<file path="config.mk">
export PLATFORM = sky130hd
export DESIGN_NAME = burst_period_quantizer
export DESIGN_NICKNAME = d
export VERILOG_FILES = /design/src/hdl/bpq_pkg.sv /design/src/hdl/bpq_lane.sv /design/src/hdl/burst_period_quantizer.sv
export SDC_FILE = /design/constraint.sdc
export NUM_CORES = 1
export LEC_CHECK = 0
export BUFFER_PORTS_ARGS = -buffer_cell sky130_fd_sc_hd__buf_4
export CAP_MARGIN = 0
export CORE_MARGIN = 3
export CORE_UTILIZATION = 40
export CTS_CLUSTER_SIZE = 20
export DETAILED_ROUTE_END_ITERATION = 16
export GPL_TIMING_DRIVEN = 1
export PLACE_DENSITY = 0.59
export SLEW_MARGIN = 20
export SYNTH_ARGS = -nofsm -noshare
export SYNTH_HDL_FRONTEND = slang
export SYNTH_SLANG_ARGS = --single-unit
</file>
<file path="constraint.sdc">
create_clock -name clk -period 11.3 [get_ports clk]
set_input_delay 0 -clock clk [delete_from_list [all_inputs] [get_ports clk]]
set_output_delay 0 -clock clk [all_outputs]
set_load 0.01 [all_outputs]
</file>
<file path="src/hdl/bpq_pkg.sv">
package bpq_pkg;

    localparam int unsigned LEGAL_COUNT = 11;

    localparam logic [3:0]  LEGAL_LAST       = 4'd10;
    localparam logic [3:0]  LEGACY_START     = 4'd3;
    localparam logic [31:0] MINUTE_LIMIT_CNT = 32'd1920000;
    localparam logic [31:0] ONE_HOUR_CNT     = 32'd115200000;
    localparam logic [26:0] ONE_HOUR_OUT     = 27'd115200000;
    localparam logic [26:0] HALF_SECOND      = 27'd16000;
    localparam logic [26:0] SECOND_STEP      = 27'd32000;

    // Division by 32000 is a shift by 8 and a reciprocal multiply for 125.
    localparam int unsigned SECOND_SHIFT = 8;
    localparam logic [19:0] RECIP_125    = 20'd536871;
    localparam int unsigned RECIP_SHIFT  = 26;

    typedef struct packed {
        logic ld_s2;
        logic ld_s3;
    } bpq_stage_en_t;

    function automatic logic [20:0] legal_entry(input logic [3:0] idx);
        logic [20:0] val;
        case (idx)
            4'd0:    val = 21'd1600;
            4'd1:    val = 21'd3200;
            4'd2:    val = 21'd8000;
            4'd3:    val = 21'd16000;
            4'd4:    val = 21'd32000;
            4'd5:    val = 21'd64000;
            4'd6:    val = 21'd128000;
            4'd7:    val = 21'd256000;
            4'd8:    val = 21'd512000;
            4'd9:    val = 21'd1024000;
            4'd10:   val = 21'd1920000;
            default: val = 21'd1920000;
        endcase
        return val;
    endfunction

endpackage

</file>
<file path="src/hdl/bpq_lane.sv">
module bpq_lane (
    input  logic                   clk,
    input  bpq_pkg::bpq_stage_en_t en,
    input  logic                   legacy,
    input  logic [31:0]            t,
    output logic [26:0]            out_counts,
    output logic [21:0]            out_ms,
    output logic                   changed
);
    import bpq_pkg::*;

    logic [20:0] t21;
    logic [3:0]  start_idx;
    logic [3:0]  hi_idx;
    logic [3:0]  lo_idx;
    logic [20:0] hi_val;
    logic [20:0] lo_val;
    logic        have_lower;
    logic        pick_lower;
    logic [27:0] round_sum;
    logic [18:0] sec_units;
    logic [38:0] recip_prod;

    logic        big_next;
    logic        hour_next;
    logic [20:0] snap_next;
    logic        snap_chg_next;
    logic [11:0] sec_q_next;

    logic [26:0] t27_reg;
    logic        big_reg;
    logic        hour_reg;
    logic [20:0] snap_reg;
    logic        snap_chg_reg;
    logic [11:0] sec_q_reg;

    logic [26:0] sec_counts;
    logic [26:0] counts_next;
    logic        changed_next;

    logic [26:0] counts_reg;
    logic        changed_reg;

    always_comb
    begin
        t21       = t[20:0];
        start_idx = legacy ? LEGACY_START : 4'd0;
        hi_idx    = LEGAL_LAST;
        for (int i = LEGAL_COUNT - 1; i >= 0; i--)
        begin
            if ((t21 <= legal_entry(4'(i))) && (4'(i) >= start_idx))
            begin
                hi_idx = 4'(i);
            end
        end
        have_lower    = hi_idx > start_idx;
        lo_idx        = have_lower ? (hi_idx - 4'd1) : hi_idx;
        hi_val        = legal_entry(hi_idx);
        lo_val        = legal_entry(lo_idx);
        pick_lower    = have_lower &&
                        ({t21, 1'b0} < ({1'b0, lo_val} + {1'b0, hi_val}));
        snap_next     = pick_lower ? lo_val : hi_val;
        snap_chg_next = t21 != hi_val;

        big_next   = t > MINUTE_LIMIT_CNT;
        hour_next  = t > ONE_HOUR_CNT;
        round_sum  = {1'b0, t[26:0]} + {1'b0, HALF_SECOND};
        sec_units  = round_sum[26:SECOND_SHIFT];
        recip_prod = 39'(sec_units) * 39'(RECIP_125);
        sec_q_next = recip_prod[RECIP_SHIFT +: 12];
    end

    always_ff @(posedge clk)
    begin
        if (en.ld_s2)
        begin
            t27_reg      <= t[26:0];
            big_reg      <= big_next;
            hour_reg     <= hour_next;
            snap_reg     <= snap_next;
            snap_chg_reg <= snap_chg_next;
            sec_q_reg    <= sec_q_next;
        end
    end

    always_comb
    begin
        sec_counts = 27'(sec_q_reg) * SECOND_STEP;
        if (hour_reg)
        begin
            counts_next  = ONE_HOUR_OUT;
            changed_next = 1'b1;
        end
        else if (big_reg)
        begin
            counts_next  = sec_counts;
            changed_next = sec_counts != t27_reg;
        end
        else
        begin
            counts_next  = 27'(snap_reg);
            changed_next = snap_chg_reg;
        end
    end

    always_ff @(posedge clk)
    begin
        if (en.ld_s3)
        begin
            counts_reg  <= counts_next;
            changed_reg <= changed_next;
        end
    end

    assign out_counts = counts_reg;
    assign out_ms     = counts_reg[26:5];
    assign changed    = changed_reg;

endmodule

</file>
<file path="src/hdl/burst_period_quantizer.sv">
// Channel   Signals                                  Direction
// input     in_valid, in_ready, period_counts,       into the block
//           max_period_counts
// output    out_valid, out_ready, period_out_counts,  out of the block
//           period_ms, max_period_out_counts,
//           max_period_ms, result_code
// config    cfg_valid, cfg_ready, cfg_data           into the block
//
// One transaction is accepted per cycle while in_ready is high; its result is offered once
// it has passed through the register stages.
// The three register stages are the clamp, the table search with the reciprocal multiply,
// and the seconds multiply with the final selection.
// Reset clears all stage valid bits and sets the legacy floor to zero.
// With out_ready low the output holds; empty earlier stages still fill, and in_ready
// falls only when all three stages hold a transaction.
module burst_period_quantizer (
    input  logic        clk,
    input  logic        rst_n,
    input  logic        cfg_valid,
    output logic        cfg_ready,
    input  logic        cfg_data,
    input  logic        in_valid,
    output logic        in_ready,
    input  logic [31:0] period_counts,
    input  logic [31:0] max_period_counts,
    output logic        out_valid,
    input  logic        out_ready,
    output logic [26:0] period_out_counts,
    output logic [21:0] period_ms,
    output logic [26:0] max_period_out_counts,
    output logic [21:0] max_period_ms,
    output logic        result_code
);
    import bpq_pkg::*;

    logic          legacy_reg;
    logic          v1_reg;
    logic          v2_reg;
    logic          v3_reg;
    logic          rdy1;
    logic          rdy2;
    logic          rdy3;
    logic          ld1;
    bpq_stage_en_t en;

    logic [31:0]   per_reg;
    logic [31:0]   max_reg;
    logic          clamp1_reg;
    logic          clamp2_reg;
    logic          clamp3_reg;
    logic          per_chg;
    logic          max_chg;

    assign rdy3     = !v3_reg || out_ready;
    assign rdy2     = !v2_reg || rdy3;
    assign rdy1     = !v1_reg || rdy2;
    assign ld1      = rdy1 && in_valid;
    assign en.ld_s2 = rdy2 && v1_reg;
    assign en.ld_s3 = rdy3 && v2_reg;

    assign cfg_ready = 1'b1;
    assign in_ready  = rdy1;
    assign out_valid = v3_reg;

    always_ff @(posedge clk or negedge rst_n)
    begin
        if (!rst_n)
        begin
            legacy_reg <= 1'b0;
            v1_reg     <= 1'b0;
            v2_reg     <= 1'b0;
            v3_reg     <= 1'b0;
        end
        else
        begin
            if (cfg_valid)
            begin
                legacy_reg <= cfg_data;
            end
            if (rdy1)
            begin
                v1_reg <= in_valid;
            end
            if (rdy2)
            begin
                v2_reg <= v1_reg;
            end
            if (rdy3)
            begin
                v3_reg <= v2_reg;
            end
        end
    end

    always_ff @(posedge clk)
    begin
        if (ld1)
        begin
            per_reg    <= (period_counts > max_period_counts) ? max_period_counts
                                                              : period_counts;
            max_reg    <= max_period_counts;
            clamp1_reg <= period_counts > max_period_counts;
        end
        if (en.ld_s2)
        begin
            clamp2_reg <= clamp1_reg;
        end
        if (en.ld_s3)
        begin
            clamp3_reg <= clamp2_reg;
        end
    end

    bpq_lane u_per_lane (
        .clk        (clk),
        .en         (en),
        .legacy     (legacy_reg),
        .t          (per_reg),
        .out_counts (period_out_counts),
        .out_ms     (period_ms),
        .changed    (per_chg)
    );

    bpq_lane u_max_lane (
        .clk        (clk),
        .en         (en),
        .legacy     (legacy_reg),
        .t          (max_reg),
        .out_counts (max_period_out_counts),
        .out_ms     (max_period_ms),
        .changed    (max_chg)
    );

    assign result_code = clamp3_reg || per_chg || max_chg;

endmodule

</file>
==> results_dict.tcl, run 1 <==
set metrics [dict create \
    drv_slew 0 \
    clockBufferDepth 3 \
    synth_area_leader_cell "ha_1" \
    path_clk_slew_ns 0.06 \
    ys_ff_latch 229 \
    start_util_pct 40.5 \
    dp_hpwl_um 66100 \
    path_buf_inv 4 \
    cts_tree "built" \
    start_kind "flip-flop" \
    worst_pin_slew_ns 1.05 \
    placementRows 98 \
    crit_required_ns 11.60 \
    grt_overflow 0 \
    drc 0 \
    insertion_delay_ns 0.57 \
    path_max_fanout 15 \
    drt_first_iter_violations 1417 \
    slowest_stage "edfxtp_1" \
    worstPathArrival_ns 9.72 \
    final-setup-viol-count 0 \
    cts_resized 0 \
    track_usage_pct 21.4 \
    detail_route.first_pass.iterations 5 \
    async_flop_share_pct 1.75 \
    wl_per_cell_um 20.4 \
    ant_nets 0 \
    finalWirelength_um 80100 \
    status "complete, no violations" \
    synth_edf_count 225 \
    max_stage_delay_ns 0.63 \
    crit_path_end_kind "flip-flop" \
    final_nets 3828 \
    synth_area_leaders "ha_1 24%, edfxtp_1 23%, fa_1 17%" \
    grt_max_degree 66 \
    final_cells 3937 \
    min_path_cells 2 \
    finalCritPeriodShare_pct 83.3 \
    final_util_pct 45.4 \
    synth.distinct_cells 94 \
    grt_pass1_vias 21700 \
    syn_avg_cell_area_um2 10.4 \
    cts_inserted_buffers 27 \
    grt_pass1_wl_um 126000 \
    dieArea_um2 75700 \
    crit_top_cell "a21oi_1" \
    die_w_um 275 \
    yosysMostFrequentCell "ha_1" \
    clock_skew_ns 0.0227 \
    via_per_inst 5.31 \
    fmax_mhz 106 \
    min_path_type "in2reg" \
    h-tree-depth 1 \
    worst_hold_startpoint "max_period_counts[29]" \
    timing.hold.ws_ns 0.164 \
    critical-path-top-delay-family "compound AO/OA/AOI/OAI gates" \
    max_slew_margin_pct 29.6 \
    yosysTopAreaCellShare_pct 23.6 \
    reg2reg_slack_ns 1.89 \
    syn-cell-area_um2 29000 \
    clkSinkCount 229 \
    reg2regPathDepth 34 \
    grt_antenna_before_repair 2 \
    period_minus_slack_ns 9.41 \
    n_antenna_cell 0 \
    synth_common_cells "546 x ha_1, 450 x inv_1, 244 x fa_1" \
    drive_above_1_share_pct 10.8 \
    routabilityCongestion 0.950 \
    timing.rr.start "per_reg[9]" \
    finalSetupTns_ns 0 \
    hold_viol 0 \
    rsz0062_at_grt "no" \
    vias 20900 \
    hold_end "max_reg[29]" \
    max_cap_viol_count 0 \
    netlist_instances 2793 \
    yosys_warnings 0 \
    place_inst 3818 \
    ioPinCount 172 \
    ys_seq_area_share_pct 23.7 \
    cts_root_buf "clkbuf_16" \
    r2r_end "u_per_lane.snap_reg[19]" \
    synth_ff_type "edfxtp_1" \
    io_buffer_count 156 \
    die_y_um 275 \
    area_delta_synth_final_pct 12.3 \
    crit_type "reg2reg" \
    core-area_um2 71600 \
    n_fill_cell 6747 \
]
how the worst max path moves through the flow:
stage / start / to / cells past startpoint
2_1_floorplan: per_reg[10] / u_per_lane.snap_reg[10] / 35
3_3_place_gp: per_reg[9] / u_per_lane.snap_reg[19] / 34
3_5_place_dp: per_reg[9] / u_per_lane.snap_reg[11] / 34
4_1_cts: per_reg[9] / u_per_lane.snap_reg[19] / 34
5_1_grt: per_reg[9] / u_per_lane.snap_reg[19] / 34
6_report: per_reg[9] / u_per_lane.snap_reg[19] / 34
worst reg2reg max path: cells and delay by family (launching register included):
kind / cells / cell delay [ns]
adder cells (fa/ha/maj): 3 / 0.91
XOR/XNOR: 1 / 0.18
AO/OA/AOI/OAI: 17 / 4.32
flip-flops: 1 / 0.63
buffers and inverters: 4 / 0.85
multiplexers: 1 / 0.39
AND/OR/NAND/NOR: 8 / 1.89
logic make-up after synthesis:
group / count (synthesis) / synth area share (%)
XOR/XNOR: 161 / 4.96
multiplexers: 74 / 2.80
other: 2 / 0.0259
flip-flops: 229 / 23.7
buffers and inverters: 569 / 8.19
AO/OA/AOI/OAI: 439 / 10.4
AND/OR/NAND/NOR: 529 / 9.56
adder cells (fa/ha/maj): 790 / 40.4
layout make-up:
cell class                      count  area, um2  share of cell area, %
Sequential cell                   229       6860                   21.1
Timing Repair Buffer              249       2050                   6.29
Inverter                          453       1700                   5.23
Clock inverter                     19        211                  0.650
Tap cell                          950       1190                   3.65
Clock buffer                       29        683                   2.10
Multi-Input combinational cell   2008      19800                   61.0
stage by stage:
step / area, um2 / worst slack (ns)
final: 32500 / 1.89
after global routing: 32500 / 0.964
after CTS: 32500 / 2.04
after detailed placement: 30900 / 2.07
after global placement: 30900 / 2.25
after floorplan: 29000 / 2.99
what timing repair did:
action,4_1_cts,5_1_grt
hold buffers,71,0
endpoints found under the hold margin,72,0
setup buffers,0,0
layout by cell type, fill, tap and decap left out, types with 27 or more instances in the layout:
cell / instances
xnor2_1: 87
fa_1: 244
inv_1: 450
nor2b_1: 27
nand3_1: 32
nor2_1: 140
mux2_2: 53
nor3_1: 42
a21o_1: 73
xor2_1: 69
nand4_1: 33
nand2_1: 96
a21oi_1: 100
buf_4: 178
clkbuf_16: 27
o21ai_0: 74
dlygate4sd3_1: 71
ha_1: 546
edfxtp_1: 225
routing by layer:
metal  GRT usage [%]  up-vias  wire length, um
li1                -     9942                -
met1            32.4    10300            38900
met2            33.3      595            35200
met3            2.44       65             4940
met4            3.32        0             1070
met5               0        -                0
Power of run 1 is not shown: default switching activity piles up to over one toggle a cycle in this logic, so the estimate is an artifact.
==> run 2: changes to the inputs <==
Settings changed: ABC_AREA set to 1.
Clock period 11.3 ns to 9.7 ns, I/O delays scaled along.
==> run 2 against run 1 <==
Against the previous run: global-route usage increased by 0.19 points; wire length is 5.9% higher; register-to-register slack worse by 0.85 ns; hold slack gained 0.0090 ns; area after synthesis up 3.7%; setup slack worse by 0.85 ns; first-iteration DRC count rose by 3.5%; sequential share of layout area is 0.66 points lower; core utilization is 0.15 points higher; clock skew grew 0.0089 ns; highest routed layer is now met5.
==> results_dict.tcl, run 2 <==
set metrics [dict create \
    yosysMostFrequentCell "inv_1" \
    dp_hpwl_um 70700 \
    die_y_um 280 \
    detail_route.first_pass.iterations 6 \
    final-setup-viol-count 0 \
    drv_slew 0 \
    yosysTopAreaCellShare_pct 22.7 \
    mostFrequentLayoutCells "632 x inv_1, 546 x ha_1, 543 x nand2_1" \
    crit_required_ns 10.01 \
    n_fill_cell 7187 \
    routabilityCongestion 0.970 \
    setup.worst_path.start "max_reg[14]" \
    cts_root_buf "clkbuf_16" \
    ys_seq_area_share_pct 22.8 \
    multiInputGateArea_um2 20200 \
    start_kind "flip-flop" \
    synth.distinct_cells 63 \
    die_w_um 280 \
    grt_overflow 0 \
    synth_area_leader_cell "ha_1" \
    cts_resized 0 \
    min_path_cells 2 \
    synth_ff_type "edfxtp_1" \
    clockBufferDepth 3 \
    insertion_delay_ns 0.57 \
    placementRows 99 \
    finalSetupTns_ns 0 \
    seqCellArea_um2 6860 \
    hold_viol 0 \
    syn_avg_cell_area_um2 8.83 \
    wl_per_cell_um 18.5 \
    syn-cell-area_um2 30100 \
    ys_ff_latch 229 \
    core-area_um2 73700 \
    cts_tree "built" \
    dieArea_um2 78500 \
    ant_nets 0 \
    io_buffer_count 156 \
    grt_antenna_before_repair 10 \
    grt_max_degree 66 \
    min_path_type "in2reg" \
    reg2reg_slack_ns 1.03 \
    crit_type "reg2reg" \
    synth_edf_count 225 \
    synth_common_cells "634 x inv_1, 546 x ha_1, 544 x nand2_1" \
    postCtsSetupBuffers 0 \
    path_clk_slew_ns 0.07 \
    max_cap_viol_count 0 \
    ioPinCount 172 \
    clkSinkCount 229 \
    fmax_mhz 115 \
    max_slew_margin_pct 23.1 \
    area_delta_synth_final_pct 11.8 \
    async_flop_share_pct 1.75 \
    worst_pin_slew_ns 1.14 \
    vias 23400 \
    finalWirelength_um 84900 \
    worstPathArrival_ns 8.97 \
    grt_pass1_vias 23600 \
    rsz0062_at_grt "no" \
    clock_skew_ns 0.0316 \
    worst_hold_startpoint "max_period_counts[16]" \
    netlist_instances 3404 \
    r2r_end "u_max_lane.snap_reg[6]" \
    finalCritPeriodShare_pct 89.3 \
    track_usage_pct 21.6 \
    cts_inserted_buffers 27 \
    grt_pass1_wl_um 132000 \
    status "complete, no violations" \
    start_util_pct 40.8 \
    drt_first_iter_violations 1466 \
    drive_above_1_share_pct 8.53 \
    max_stage_delay_ns 0.68 \
    h-tree-depth 1 \
    final_nets 4465 \
    yosys_warnings 0 \
    period_minus_slack_ns 8.67 \
    hold_end "max_reg[16]" \
    crit_top_cell "nand2_1" \
    path_max_fanout 16 \
    slowest_stage "edfxtp_1" \
    drc 0 \
    synth_area_leaders "ha_1 23%, edfxtp_1 22%, fa_1 16%" \
    timing.rr.start "max_reg[14]" \
    reg2regPathDepth 42 \
    mostFrequentLayoutCell "inv_1" \
    via_per_inst 5.11 \
    crit_path_end_kind "flip-flop" \
]
==> run 2: cell count changes in the layout (fill, tap and decap cells not counted), sizes merged, moves of 56 or more <==
| cell | previous run | this run |
|---|---|---|
| nand2 | 98 | 571 |
| inv | 454 | 661 |
| nand3 | 32 | 132 |
| a21oi | 102 | 185 |
| o21ai | 76 | 159 |
| nor2 | 143 | 225 |
| a21o | 73 | 6 |
| xnor2 | 89 | 33 |
==> run 2: timing repair <==
item,4_1_cts,5_1_grt
endpoints found under the setup margin,0,0
hold buffers,72,0
endpoints found under the hold margin,72,0
==> run 2: area by class of cell <==
type,count,share of cell area [%]
Antenna cell,2,0.0149
Clock buffer,33,2.08
Clock inverter,14,0.477
Inverter,663,7.44
Multi-Input combinational cell,2442,60.1
Sequential cell,229,20.4
Tap cell,959,3.57
Timing Repair Buffer,242,5.94
==> run 2: kinds of logic (layout without fill, tap and decap cells) <==
| family | after synthesis | after routing | synth area share [%] |
|---|---|---|---|
| and+or+nand+nor | 1052 | 1052 | 15.4 |
| adders and majority gates | 790 | 790 | 39.0 |
| DFF | 229 | 229 | 22.8 |
| buffers and inverters | 746 | 952 | 10.2 |
| xor gates and xnor gates | 144 | 144 | 4.29 |
| other | 2 | 17 | 0.0250 |
| AOI/OAI and AO/OA | 441 | 441 | 8.30 |
==> run 2: critical path, delay by kind of cell (launching register included) <==
kind / cells / cell delay, ns
and+or+nand+nor: 19 / 2.74
AOI/OAI and AO/OA: 12 / 2.53
buffers and inverters: 7 / 1.26
adders and majority gates: 3 / 0.99
DFF: 1 / 0.68
xor gates and xnor gates: 1 / 0.19
==> run 2: layer usage <==
layer | wire length (um) | global-route usage, %
met1 | 39100 | 30.0
met4 | 2030 | 5.18
met5 | 27 | 0
met2 | 38700 | 35.2
met3 | 5010 | 3.51
==> run 2: worst max path at each step <==
stage | end | slack [ns] | cells after the start
final | u_max_lane.snap_reg[6] | 1.03 | 42
after global routing | u_max_lane.snap_reg[9] | 0.19 | 44
after CTS | u_max_lane.snap_reg[6] | 1.11 | 44
after detailed placement | u_max_lane.snap_reg[6] | 1.17 | 44
after global placement | u_max_lane.snap_reg[9] | 1.29 | 42
after floorplan | u_max_lane.sec_q_reg[9] | 2.86 | 28
==> run 2: metrics by stage <==
| stage | hold WS, ns | setup slack [ns] | cells | cell area [um2] | util, % |
|---|---|---|---|---|---|
| CTS | 0.148 | 1.11 | 4582 | 33600 | 45.6 |
| global route | 0.173 | 0.194 | 4582 | 33600 | 45.6 |
| global placement | -0.200 | 1.29 | 4463 | 32000 | 43.4 |
| finish | 0.173 | 1.03 | 4584 | 33600 | 45.6 |
| detailed placement | -0.197 | 1.17 | 4463 | 32000 | 43.4 |
| floorplan | -0.296 | 2.86 | 3417 | 30100 | - |
Power of run 2 is left out for the same reason.
==> run 3: changes to the inputs <==
Settings changed: ABC_AREA 1 to unset.
==> run 3 against run 2 <==
Against the previous run: global-route usage shrank 0.41 points; wire length shrank 6.0%; flip-flop and latch count is the same; non-clock buffer count grew 31; hold slack lost 0.0014 ns; first-iteration DRC count grew 7.4%; maximum frequency shrank 1.3%.
==> results_dict.tcl, run 3 (synthesis results as in run 1) <==
set metrics [dict create \
    status "complete, no violations" \
    finalSetupTns_ns 0 \
    placementRows 98 \
    drt_first_iter_violations 1574 \
    timing.rr.start "max_reg[3]" \
    cp.depth 35 \
    critical-path-top-delay-family "compound AO/OA/AOI/OAI gates" \
    path_buf_inv 3 \
    crit_type "reg2reg" \
    path_clk_slew_ns 0.06 \
    finalWirelength_um 79800 \
    h-tree-depth 1 \
    path_max_fanout 18 \
    track_usage_pct 21.2 \
    cts_resized 0 \
    start_kind "flip-flop" \
    drive_above_1_share_pct 11.4 \
    via_per_inst 5.27 \
    ant_nets 0 \
    dieArea_um2 75700 \
    cts_root_buf "clkbuf_16" \
    clkSinkCount 229 \
    final_cells 3961 \
    ioPinCount 172 \
    die_w_um 275 \
    fmax_mhz 114 \
    detail_route.first_pass.iterations 5 \
    r2r_end "u_max_lane.snap_reg[6]" \
    final_util_pct 45.6 \
    final_nets 3852 \
    n_antenna_cell 0 \
    clockBufferDepth 3 \
    cts_tree "built" \
    finalCritPeriodShare_pct 90.5 \
    max_stage_delay_ns 0.52 \
    area_delta_synth_final_pct 12.7 \
    rsz0062_at_grt "no" \
    dp_hpwl_um 66000 \
    grt_overflow 0 \
    setup.worst_path.start "max_reg[3]" \
    reg2regPathDepth 35 \
    start_util_pct 40.5 \
    reg2reg_slack_ns 0.92 \
    crit_required_ns 10.02 \
    slowest_stage "and2_1" \
    crit_top_cell "a21oi_1" \
    wl_per_cell_um 20.1 \
    setup.worst_path.end "u_max_lane.snap_reg[6]" \
    vias 20900 \
    min_path_cells 2 \
    grt_pass1_wl_um 124000 \
    crit_path_end_kind "flip-flop" \
    mostFrequentLayoutCell "ha_1" \
    io_buffer_count 156 \
    min_path_type "in2reg" \
    hold_viol 0 \
    clock_skew_ns 0.0200 \
    core-area_um2 71600 \
    insertion_delay_ns 0.57 \
    period_minus_slack_ns 8.78 \
    final-setup-viol-count 0 \
    drc 0 \
    n_fill_cell 6743 \
    routabilityCongestion 0.946 \
    worstPathArrival_ns 9.10 \
    place_inst 3841 \
    die_y_um 275 \
    cts_inserted_buffers 27 \
    worst_pin_slew_ns 1.09 \
    max_slew_margin_pct 26.7 \
    drv_slew 0 \
    grt_antenna_before_repair 0 \
    max_cap_viol_count 0 \
    mostFrequentLayoutCells "546 x ha_1, 450 x inv_1, 244 x fa_1" \
    grt_max_degree 66 \
    grt_pass1_vias 21300 \
]
-- run 3: metal layers --
metal	track usage (%)	vias to the layer above	share of wire, %
met1	32.2	10300	50
met5	0	-	0
li1	-	9995	-
met3	2.08	52	5.3
met4	3.60	0	1.4
met2	32.9	531	44
-- run 3: per-stage QoR --
| stage | hold WS [ns] | instance area, um2 | setup WS [ns] |
|---|---|---|---|
| finish | 0.171 | 32700 | 0.919 |
| global route | 0.164 | 32700 | 0.268 |
| CTS | 0.145 | 32600 | 0.729 |
| detailed placement | -0.199 | 31100 | 0.776 |
| global placement | -0.203 | 31100 | 1.01 |
| floorplan | -0.296 | 29000 | 1.39 |
-- run 3: worst min-delay path by stage --
| stage | start | endpoint | slack [ns] |
|---|---|---|---|
| final | max_period_counts[24] | max_reg[24] | 0.17 |
| after global routing | max_period_counts[26] | max_reg[26] | 0.16 |
| after CTS | max_period_counts[24] | max_reg[24] | 0.15 |
| after detailed placement | rst_n | legacy_reg | -0.20 |
| after global placement | rst_n | out_valid | -0.20 |
| after floorplan | rst_n | legacy_reg | -0.30 |
-- run 3: final cells by class --
class | instances | area [um2] | share of cell area (%)
Tap cell | 950 | 1190 | 3.64
Clock inverter | 15 | 140 | 0.429
Inverter | 453 | 1700 | 5.21
Clock buffer | 33 | 698 | 2.14
Sequential cell | 229 | 6860 | 21.0
Timing Repair Buffer | 273 | 2230 | 6.82
Multi-Input combinational cell | 2008 | 19800 | 60.8
-- run 3: worst register-to-register path, delay by kind of cell, from the launching register on --
kind	cells	cell delay, ns
AOI/OAI and AO/OA	17	3.21
and+or+nand+nor	9	2.43
adders and majority gates	4	1.22
buffers and inverters	3	0.69
DFF	1	0.43
muxes	1	0.38
xor gates and xnor gates	1	0.18
-- run 3: repair_timing --
item                                    in CTS  in global routing
endpoints found under the setup margin       0                  8
hold buffers                                71                  0
endpoints found under the hold margin       72                  0
setup buffers                                0                  1
Power of run 3 is left out for the same reason.
